### src/sv/aps_pkg.sv
`timescale 1ns / 1ps
// ----------------------------------------------------------------------------
// aps_pkg: shared types and helpers of the aging priority scheduler
// Request and result payloads, ready-list entry, cell control and key aging.
// ----------------------------------------------------------------------------
package aps_pkg;

  localparam int unsigned NumTasksDefault = 32;
  localparam int unsigned TaskW           = 5;
  localparam int unsigned PrioW           = 7;

  localparam logic [PrioW-1:0] AgeCeilingReset = 7'd99;

  // request opcodes
  localparam logic OpMakeReady  = 1'b0;
  localparam logic OpReschedule = 1'b1;

  typedef struct packed {
    logic             opcode;
    logic [TaskW-1:0] task_id;
    logic [PrioW-1:0] base_priority;
    logic             current_runnable;
  } req_t;

  typedef struct packed {
    logic [TaskW-1:0] running_id;
    logic             running_valid;
    logic             switched;
    logic             insert_dropped;
  } res_t;

  typedef struct packed {
    logic             valid;
    logic [TaskW-1:0] task_id;
    logic [PrioW-1:0] key;
    logic [PrioW-1:0] base;
  } entry_t;

  typedef enum logic [1:0] {
    CELL_HOLD,
    CELL_AGE,
    CELL_POP_AGE,
    CELL_INSERT
  } cell_op_e;

  typedef struct packed {
    cell_op_e         op;
    logic [TaskW-1:0] task_id;
    logic [PrioW-1:0] base;
    logic [PrioW-1:0] ceiling;
  } cell_ctrl_t;

  // ceil(6k/5) = k + ceil(k/5), capped; (k+4)/5 by reciprocal 205/1024
  function automatic logic [PrioW-1:0] age_key(input logic [PrioW-1:0] key,
                                               input logic [PrioW-1:0] ceiling);
    logic [15:0]      prod;
    logic [PrioW:0]   sum;
    prod = (16'(key) + 16'd4) * 16'd205;
    sum  = {1'b0, key} + {2'b00, prod[15:10]};
    if (sum > {1'b0, ceiling}) begin
      return ceiling;
    end
    return sum[PrioW-1:0];
  endfunction

endpackage

### src/sv/aging_priority_scheduler.sv
`timescale 1ns / 1ps
// ----------------------------------------------------------------------------
// aging_priority_scheduler: ready-list scheduler with priority aging
// Sorted chain of slot cells plus the running-task register and control.
// ----------------------------------------------------------------------------
// A request is taken when start is high and busy is low; its result appears
// on res_o with res_valid_o high for exactly one cycle and cannot be stalled.
// For make-ready and most reschedule requests the result strobes in the
// cycle after acceptance and a new request may be taken in that same cycle.
// A reschedule that preempts a still runnable task holds busy high in the
// reinsertion state: the cell chain first shifts up and ages every key, then
// reinserts the old task, since each cell moves by one neighbor per clock.
// Configuration writes are meant for idle periods only.
module aging_priority_scheduler #(
  parameter int unsigned NUM_TASKS = aps_pkg::NumTasksDefault
) (
  input  logic                      clk_i,
  input  logic                      rst_ni,
  input  logic                      start,
  output logic                      busy,
  input  aps_pkg::req_t             req_i,
  output logic                      res_valid_o,
  output aps_pkg::res_t             res_o,
  input  logic                      cfg_we_i,
  input  logic [aps_pkg::PrioW-1:0] cfg_wdata_i
);

  typedef enum logic {
    ST_IDLE,
    ST_REINS
  } state_e;

  state_e                    state_q;
  logic [aps_pkg::PrioW-1:0] ceiling_q;
  logic                      run_valid_q;
  logic [aps_pkg::TaskW-1:0] run_task_q;
  logic [aps_pkg::PrioW-1:0] run_base_q;
  logic [aps_pkg::TaskW-1:0] old_task_q;
  logic [aps_pkg::PrioW-1:0] old_base_q;
  logic                      res_valid_q;
  aps_pkg::res_t             res_q;

  aps_pkg::entry_t     ents [NUM_TASKS];
  logic                stay [NUM_TASKS];
  aps_pkg::cell_ctrl_t ctrl;

  logic            accept;
  logic            full;
  logic            go_on;
  logic            keep_run;
  aps_pkg::entry_t top;

  assign accept   = start && (state_q == ST_IDLE);
  assign top      = ents[0];
  assign full     = ents[NUM_TASKS-1].valid;
  assign go_on    = req_i.current_runnable && run_valid_q;
  assign keep_run = go_on && (!top.valid || (top.key < run_base_q));

  always_comb begin
    ctrl.op      = aps_pkg::CELL_HOLD;
    ctrl.task_id = req_i.task_id;
    ctrl.base    = req_i.base_priority;
    ctrl.ceiling = ceiling_q;
    if (state_q == ST_REINS) begin
      ctrl.op      = aps_pkg::CELL_INSERT;
      ctrl.task_id = old_task_q;
      ctrl.base    = old_base_q;
    end else if (accept) begin
      if (req_i.opcode == aps_pkg::OpMakeReady) begin
        ctrl.op = full ? aps_pkg::CELL_HOLD : aps_pkg::CELL_INSERT;
      end else if (keep_run) begin
        ctrl.op = aps_pkg::CELL_AGE;
      end else if (top.valid) begin
        ctrl.op = aps_pkg::CELL_POP_AGE;
      end
    end
  end

  for (genvar i = 0; i < NUM_TASKS; i++) begin : g_cell
    aps_pkg::entry_t prev_ent;
    aps_pkg::entry_t next_ent;
    logic            prev_stay;
    if (i == 0) begin : g_first
      assign prev_ent  = '0;
      assign prev_stay = 1'b1;
    end else begin : g_inner
      assign prev_ent  = ents[i-1];
      assign prev_stay = stay[i-1];
    end
    if (i == NUM_TASKS - 1) begin : g_last
      assign next_ent = '0;
    end else begin : g_body
      assign next_ent = ents[i+1];
    end
    aps_cell u_cell (
      .clk_i       (clk_i),
      .rst_ni      (rst_ni),
      .ctrl_i      (ctrl),
      .prev_i      (prev_ent),
      .prev_stay_i (prev_stay),
      .next_i      (next_ent),
      .ent_o       (ents[i]),
      .stay_o      (stay[i])
    );
  end

  always_ff @(posedge clk_i or negedge rst_ni) begin
    if (!rst_ni) begin
      state_q     <= ST_IDLE;
      ceiling_q   <= aps_pkg::AgeCeilingReset;
      run_valid_q <= 1'b0;
      run_task_q  <= '0;
      run_base_q  <= '0;
      old_task_q  <= '0;
      old_base_q  <= '0;
      res_valid_q <= 1'b0;
      res_q       <= '0;
    end else begin
      res_valid_q <= 1'b0;
      if (cfg_we_i) begin
        ceiling_q <= cfg_wdata_i;
      end
      unique case (state_q)
        ST_IDLE: begin
          if (accept) begin
            res_valid_q <= 1'b1;
            res_q.running_id     <= run_valid_q ? run_task_q : '0;
            res_q.running_valid  <= run_valid_q;
            res_q.switched       <= 1'b0;
            res_q.insert_dropped <= 1'b0;
            if (req_i.opcode == aps_pkg::OpMakeReady) begin
              res_q.insert_dropped <= full;
            end else if (keep_run) begin
              // running task stays, keys only age
            end else if (!top.valid) begin
              run_valid_q          <= 1'b0;
              run_task_q           <= '0;
              run_base_q           <= '0;
              res_q.running_id     <= '0;
              res_q.running_valid  <= 1'b0;
              res_q.switched       <= run_valid_q;
            end else begin
              run_valid_q          <= 1'b1;
              run_task_q           <= top.task_id;
              run_base_q           <= top.base;
              res_q.running_id     <= top.task_id;
              res_q.running_valid  <= 1'b1;
              res_q.switched       <= 1'b1;
              if (go_on) begin
                // old task goes back in on the next cycle
                old_task_q  <= run_task_q;
                old_base_q  <= run_base_q;
                res_valid_q <= 1'b0;
                state_q     <= ST_REINS;
              end
            end
          end
        end
        ST_REINS: begin
          res_valid_q <= 1'b1;
          state_q     <= ST_IDLE;
        end
        default: begin
          state_q <= ST_IDLE;
        end
      endcase
    end
  end

  assign busy        = (state_q != ST_IDLE);
  assign res_valid_o = res_valid_q;
  assign res_o       = res_q;

  a_busy_no_result: assert property (@(posedge clk_i) disable iff (!rst_ni)
    busy |-> !res_valid_o)
    else $error("result strobe while reinsertion pending");

  a_make_ready_one_cycle: assert property (@(posedge clk_i) disable iff (!rst_ni)
    (accept && req_i.opcode == aps_pkg::OpMakeReady) |=> (res_valid_o && !busy))
    else $error("make-ready result not delivered next cycle");

  a_reins_follows: assert property (@(posedge clk_i) disable iff (!rst_ni)
    busy |=> (res_valid_o && res_o.switched && res_o.running_valid))
    else $error("reinsertion did not finish with a switch");

  a_idle_id_zero: assert property (@(posedge clk_i) disable iff (!rst_ni)
    (res_valid_o && !res_o.running_valid) |-> (res_o.running_id == '0))
    else $error("running id set with no running task");

  a_drop_no_switch: assert property (@(posedge clk_i) disable iff (!rst_ni)
    (res_valid_o && res_o.insert_dropped) |-> !res_o.switched)
    else $error("dropped insert reported a switch");

endmodule

### src/sv/aps_cell.sv
`timescale 1ns / 1ps
// ----------------------------------------------------------------------------
// aps_cell: one slot of the sorted ready list
// Holds one entry; ages it, takes it from a neighbor on pop or insert.
// ----------------------------------------------------------------------------
module aps_cell (
  input  logic                clk_i,
  input  logic                rst_ni,
  input  aps_pkg::cell_ctrl_t ctrl_i,
  input  aps_pkg::entry_t     prev_i,
  input  logic                prev_stay_i,
  input  aps_pkg::entry_t     next_i,
  output aps_pkg::entry_t     ent_o,
  output logic                stay_o
);

  logic                      valid_q, valid_d;
  logic [aps_pkg::TaskW-1:0] task_q, task_d;
  logic [aps_pkg::PrioW-1:0] key_q, key_d;
  logic [aps_pkg::PrioW-1:0] base_q, base_d;

  // entry keeps its slot when it ranks at or above the new key
  assign stay_o = valid_q && (key_q >= ctrl_i.base);

  always_comb begin
    valid_d = valid_q;
    task_d  = task_q;
    key_d   = key_q;
    base_d  = base_q;
    unique case (ctrl_i.op)
      aps_pkg::CELL_HOLD: begin
      end
      aps_pkg::CELL_AGE: begin
        key_d = aps_pkg::age_key(key_q, ctrl_i.ceiling);
      end
      aps_pkg::CELL_POP_AGE: begin
        valid_d = next_i.valid;
        task_d  = next_i.task_id;
        key_d   = aps_pkg::age_key(next_i.key, ctrl_i.ceiling);
        base_d  = next_i.base;
      end
      aps_pkg::CELL_INSERT: begin
        if (!stay_o) begin
          if (prev_stay_i) begin
            valid_d = 1'b1;
            task_d  = ctrl_i.task_id;
            key_d   = ctrl_i.base;
            base_d  = ctrl_i.base;
          end else begin
            valid_d = prev_i.valid;
            task_d  = prev_i.task_id;
            key_d   = prev_i.key;
            base_d  = prev_i.base;
          end
        end
      end
      default: begin
      end
    endcase
  end

  always_ff @(posedge clk_i or negedge rst_ni) begin
    if (!rst_ni) begin
      valid_q <= 1'b0;
    end else begin
      valid_q <= valid_d;
    end
  end

  always_ff @(posedge clk_i) begin
    task_q <= task_d;
    key_q  <= key_d;
    base_q <= base_d;
  end

  assign ent_o.valid   = valid_q;
  assign ent_o.task_id = task_q;
  assign ent_o.key     = key_q;
  assign ent_o.base    = base_q;

endmodule

### config.mk
export PLATFORM = sky130hd
export DESIGN_NAME = aging_priority_scheduler
export DESIGN_NICKNAME = d
export VERILOG_FILES = /design/src/sv/aps_pkg.sv /design/src/sv/aging_priority_scheduler.sv /design/src/sv/aps_cell.sv
export SDC_FILE = /design/constraint.sdc
export NUM_CORES = 2
export LEC_CHECK = 0
export BUFFER_PORTS_ARGS = -buffer_cell sky130_fd_sc_hd__buf_4
export CORE_UTILIZATION = 40
export DETAILED_ROUTE_END_ITERATION = 16
export SLEW_MARGIN = 30
export SYNTH_ARGS = -nofsm -noshare
export SYNTH_HDL_FRONTEND = slang
export SYNTH_SLANG_ARGS = --single-unit
### constraint.sdc
create_clock -name clk_i -period 9.6 [get_ports clk_i]
set_clock_uncertainty 0.05 [all_clocks]
set_input_delay 1.92 -clock clk_i [delete_from_list [all_inputs] [get_ports clk_i]]
set_output_delay 1.92 -clock clk_i [all_outputs]
set_load 0.02 [all_outputs]
* Word-level counts from Yosys, hierarchy flattened
Cells that the tools add are included.
Cells by class: order comparisons 66, bitwise gates (word level) 2, equality and inequality tests 35, add/subtract/negate cells 64, muxes and demuxes 600, multipliers 32, reductions and logical operators 106
Operators by type and width (number):
- 7-bit two-way mux | 226
- 7-bit case mux with 3 select lines | 32
- 16-bit by 8-bit multiplier with 16-bit output, second input constant | 32
- 7-bit case mux with 2 select lines | 32
- 5-bit two-way mux | 65
- 5-bit case mux with 2 select lines | 32
- 7-bit by 3-bit adder with 8-bit output, second input constant | 32
- 7-bit by 6-bit adder with 8-bit output | 32
- 8-bit by 7-bit greater-than comparator with 1-bit output | 32
- 7-bit >= comparator | 32
- 1-bit two-way mux | 172
- 2-bit AND reduction | 65
- 1-bit case mux with 2 select lines | 34
- 2-bit inequality test, second input constant | 32
- 1-bit logical AND | 35
- 12-bit two-way mux | 1
- 2-bit two-way mux | 6
- 1-bit by 7-bit greater-than comparator with 1-bit output, first input constant | 1
- 7-bit less-than comparator | 1
- 6-bit AND reduction | 1
- 2-bit == test, second input constant | 2
- 4-bit AND reduction | 1
- 3-bit nonzero test | 1
- 2-bit by 1-bit == test with 1-bit output, second input constant | 1
- 4 further kinds | 5
Word-level totals: output and inout port bits 10, bits in registers 682, bits of input ports 25

* Longest topological paths before layout
depth in word-level cells 11, gate-level depth with buffers 35, depth with buffers taken out 33

* Modules after synthesis
From an unflattened synthesis, not the netlist that was laid out.
Unflattened totals: cell total of the unflattened synthesis 16587, area total of the unflattened synthesis 149636.0 µm²
Modules (own cells, without submodules):
- aps_cell (g_cell[0].u_cell ...) | instances 19, cells an instance 514, area each 4620.7 µm²
- aps_cell (g_cell[30].u_cell ...) | instances 4, cells an instance 513, area each 4615.7 µm²
- aps_cell (g_cell[5].u_cell ...) | instances 3, cells an instance 513, area each 4601.9 µm²
- aps_cell (g_cell[28].u_cell ...) | instances 2, cells an instance 504, area each 4541.9 µm²
- aps_cell (g_cell[8].u_cell) | instances 1, cells an instance 517, area each 4619.4 µm²
- aps_cell (g_cell[9].u_cell) | instances 1, cells an instance 506, area each 4593.2 µm²
- aps_cell (g_cell[2].u_cell) | instances 1, cells an instance 509, area each 4575.6 µm²
- aps_cell (g_cell[27].u_cell) | instances 1, cells an instance 508, area each 4551.9 µm²
- aging_priority_scheduler | instances 1, cells an instance 182, area each 2150.8 µm²

* Worst setup path before layout
Ideal clock, no wire load.
path kind flip-flop to flip-flop, start point register g_cell[17].u_cell.key_q[2] in the netlist's numbering, end point register g_cell[16].u_cell.key_q[0] in the netlist's numbering, data pin, setup slack 1.967 ns, arrival 7.319 ns, setup time 0.264 ns, stages on the path, launching flop included 32, data required time 9.286 ns, cells stage by stage edfxtp_1 -> clkbuf_1 -> nand3_1 -> xor2_1 -> inv_1 -> ha_1 -> inv_1 -> fa_1 -> inv_1 -> fa_1 -> inv_1 -> fa_1 -> inv_1 -> ha_1 -> a2111oi_0 -> o21ai_0 -> a31oi_1 -> nor2b_1 -> o21ai_0 -> a21oi_1 -> ha_1 -> o21ai_0 -> a21oi_1 -> or4b_2 -> nand3_1 -> ha_1 -> a21oi_1 -> nand3_1 -> a2bb2oi_2 -> mux2_2 -> a222oi_1 -> nor2_1
Between the ends: cells in the longest elaborated chain, start to end 8
Ends and longest elaborated chain:
- from (decl) | RTL line aps_cell.sv:19 | logic [aps_pkg::PrioW-1:0] key_q, key_d;
- from (signal assigned) | RTL line aps_cell.sv:72 | key_q <= key_d;
- 7-bit by 3-bit adder with 8-bit output | RTL line aps_pkg.sv:58 | prod = (16'(key) + 16'd4) * 16'd205;
- 16-bit by 8-bit multiplier with 16-bit output | RTL line aps_pkg.sv:58
- 7-bit by 6-bit adder with 8-bit output * | RTL line aps_pkg.sv:59 | sum = {1'b0, key} + {2'b00, prod[15:10]};
- 8-bit by 7-bit greater-than comparator with 1-bit output | RTL line aps_pkg.sv:60 | if (sum > {1'b0, ceiling}) begin
- 1-bit two-way mux | RTL line aps_pkg.sv:60
- 1-bit two-way mux | RTL line aps_cell.sv:30 | unique case (ctrl_i.op)
- 7-bit two-way mux * | RTL line aps_pkg.sv:63 | return sum[PrioW-1:0];
- 7-bit case mux with 3 select lines * | RTL line aps_cell.sv:30
- net g_cell[16].u_cell.key_d, one bit | RTL line aps_cell.sv:19
- to (signal assigned) | RTL line aps_cell.sv:72
- to (decl) | RTL line aps_cell.sv:19
Mark *: on every way through the listed nets, which the timed path passes. The rest lies on a longest branch. The select of a mux whose other input is x is not followed. A chain may end at the register's enable or synchronous reset.

* Worst setup path in the final report
Ends and elaborated chain as after synthesis.

==> run_results.csv <==
group,metric,value,unit
setup_path,required,9.97,ns
job,cap_violations,0,
synth,yosysSeqAreaShare,22.0,%
die,initial_core_util,40.2,%
layout,multi_input_area,65100,µm²
placed_design,hpwl,197000,µm
setup_path,cp-end-kind,"flip-flop",
grt,grt_first_pass_wirelength,416000,µm
setup_path,critPathTopFamily,"adder cells",
setup_path,worst_path_max_delay_cell,"edfxtp_1",
grt,grt_pass1_vias,75400,
synth,mappedNetlistArea,91300,µm²
clock_network,clkLatencyLatePin,0.68,ns
clock_network,cts_max_path_buffers,3,
outcome,outcome,"finished clean",
layout,seqCellArea,20100,µm²
grt,antenna_found_initial,11,
timing,tightest_slew,1.06,ns
clock_network,cts_tree,"built",
die,rows,175,
setup_path,path_buf_inv,4,
timing,post-route-period-util,89.1,%
timing,slew_violations,0,
timing,rsz0062_at_grt,"false",
synth,postSynthAreaPerCell,8.96,µm²
synth,ys_warn_count,0,
placed_design,io_buffers,34,
setup_path,crit_arrival,8.92,ns
layout,nNetsFinal,12400,
setup_path,path_max_fanout,11,
grt,grt_max_degree,217,
timing,max_freq,117,MHz
die,die_h,480,µm
timing,setup_violations,0,
setup_path,slowest_delay,0.61,ns
route,via_count,74000,
synth,synth_cell_type_count,90,
synth,async_reset_ff_share,10.9,%
grt,overflow,0,
setup_path,crit_path_frequent_cell,"ha_1",
clock_network,clock-sinks,682,
clock_network,post_cts_resized,0,
synth,yosys.area.top_type_share,27.5,%
synth,synth_top_area_cell,"ha_1",
clock_network,ctsHoldBuffers,0,
clock_network,cts_buffers,83,
clock_network,htreeDepth,3,
die,ios,35,
route,drt_iter0_markers,5879,
setup_path,start_kind,"flip-flop",
layout,final_common_cell,"ha_1",
timing,slew_headroom,29.2,%
layout,fillers,22000,
die,die_area,230000,µm²
route,vias_per_cell,5.67,
timing,hold_viol,0,
setup_path,path_class,"reg2reg",
timing,final.min_clock_period,8.55,ns
placed_design,place.gp.congestion,0.910,
clock_network,root_buffer,"clkbuf_16",
synth,synthFlopType,"edfxtp_1",
route,post_drt_wl_per_cell,20.1,µm
clock_network,post_cts_buffers,0,
grt,track_usage,22.5,%
synth,synth_area_leaders,"ha_1, edfxtp_1, fa_1, o21ai_0, inv_1",
layout,syn2layout_area_growth,6.86,%
route,dr.pass1.iters,8,
synth,synth_edf_count,608,
route,finalWirelength,262000,µm
layout,final_cell_mix,"ha_1, inv_1, nand2_1",
layout,final_core_utilization,43.0,%
min_path,min_path_type,"reg2reg",
synth,ys_ff_latch,682,
route,antenna_left,0,
layout,drive_above_1_share,4.52,%
die,die_w,480,µm
clock_network,clk_transition_reported_paths,0.06,ns
die,core_area,227000,µm²
timing,fin_setup_tns,0,ns
route,drc,0,
synth,synth_nets,12600,
synth,netlist_instances,10200,
per-layer routing:
layer	global-route usage (%)	part of all wire, %	vias up
li1	-	-	35700
met1	29.6	44	35600
met2	37.9	46	2269
met3	2.92	6.3	476
met4	7.62	3.5	2
met5	0	0.0038	-
synth_stat cells (11+ instances only):
library cell,number
inv_1,1228
o211ai_1,148
nor4_1,14
dfrtp_1,70
a211oi_1,52
mux2_2,68
edfxtp_1,608
a21o_1,162
o31a_1,26
and3_1,23
buf_1,30
and2_1,46
a2bb2oi_2,11
nand3b_1,18
xnor2_1,260
buf_2,90
a31oi_1,103
ha_1,2010
fa_1,364
mux2i_1,134
nor2_1,434
a2bb2oi_1,23
a21oi_1,517
o221ai_1,73
clkbuf_1,328
a311oi_1,12
nand2_1,1009
nor2b_1,118
o311ai_0,15
nand2b_1,80
o21ai_0,1004
xor2_1,299
o22ai_1,32
nand3_1,203
a22oi_1,29
a221oi_1,36
nor3_1,98
o22a_1,16
o21bai_1,12
o21a_1,76
nand4_1,85
a221o_1,39
o211a_1,21
registers in the layout, summed over array words and instances, names as in the netlist:
register               count
res_o                      8
g_cell.u_cell.task_q     160
old_task_q                 5
g_cell.u_cell.key_q      224
old_base_q                 7
busy                       1
ceiling_q                  7
g_cell.u_cell.base_q     224
run_task_q                 5
run_base_q                 7
res_valid_o                1
run_valid_q                1
g_cell.u_cell.valid_q     32
logic make-up after synthesis:
kind of cell    after synthesis  share of synthesized area (%)
compound gates             2527                           17.1
fa+ha+maj                  2374                           35.5
simple gates               2163                           10.5
buf+inv                    1687                           7.09
flops                       682                           22.0
xor+xnor                    559                           5.36
mux                         202                           2.31
tightest hold or removal path: stages (launching register included):
cell     delay [ns]
dfrtp_1        0.35
nand2_1        0.05
o21ai_0        0.07
area by class of cell:
cell class / instances / area share (%)
clock buffer: 111 / 2.34
timing repair buffer: 157 / 1.31
multi-input combinational: 7825 / 66.7
clock inverter: 43 / 0.424
inverter: 1232 / 4.75
tap: 3009 / 3.86
antenna: 3 / 0.00769
sequential: 682 / 20.6
path summary, 6_finish.rpt:
check                                      startpoint                    endpoint  slack, ns  cells past startpoint
min in group asynchronous                      rst_ni   g_cell[15].u_cell.valid_q       1.23                      1
max reg2reg                g_cell[17].u_cell.key_q[2]  g_cell[16].u_cell.key_q[0]       1.05                     30
min                                          res_o[1]                    res_o[1]       0.45                      2
max in group asynchronous                      rst_ni                        busy       7.02                      2
min reg2reg                                  res_o[1]                    res_o[1]       0.45                      2
max                        g_cell[17].u_cell.key_q[2]  g_cell[16].u_cell.key_q[0]       1.05                     30
stage by stage:
step | area (µm²) | instances | hold WS (ns) | setup WS, ns
final | 97600 | 13100 | 0.451 | 1.05
after global routing | 97600 | 13100 | 0.495 | 0.327
after CTS | 97600 | 13100 | 0.460 | 1.04
after detailed placement | 94900 | 12900 | 0.445 | 1.07
after global placement | 94800 | 12900 | 0.430 | 1.10
after floorplan | 91300 | 10200 | 0.417 | 1.97
Power is left out: the tool's default activity adds up to more than one toggle a clock period on the data nets, which glitch-free logic cannot reach.
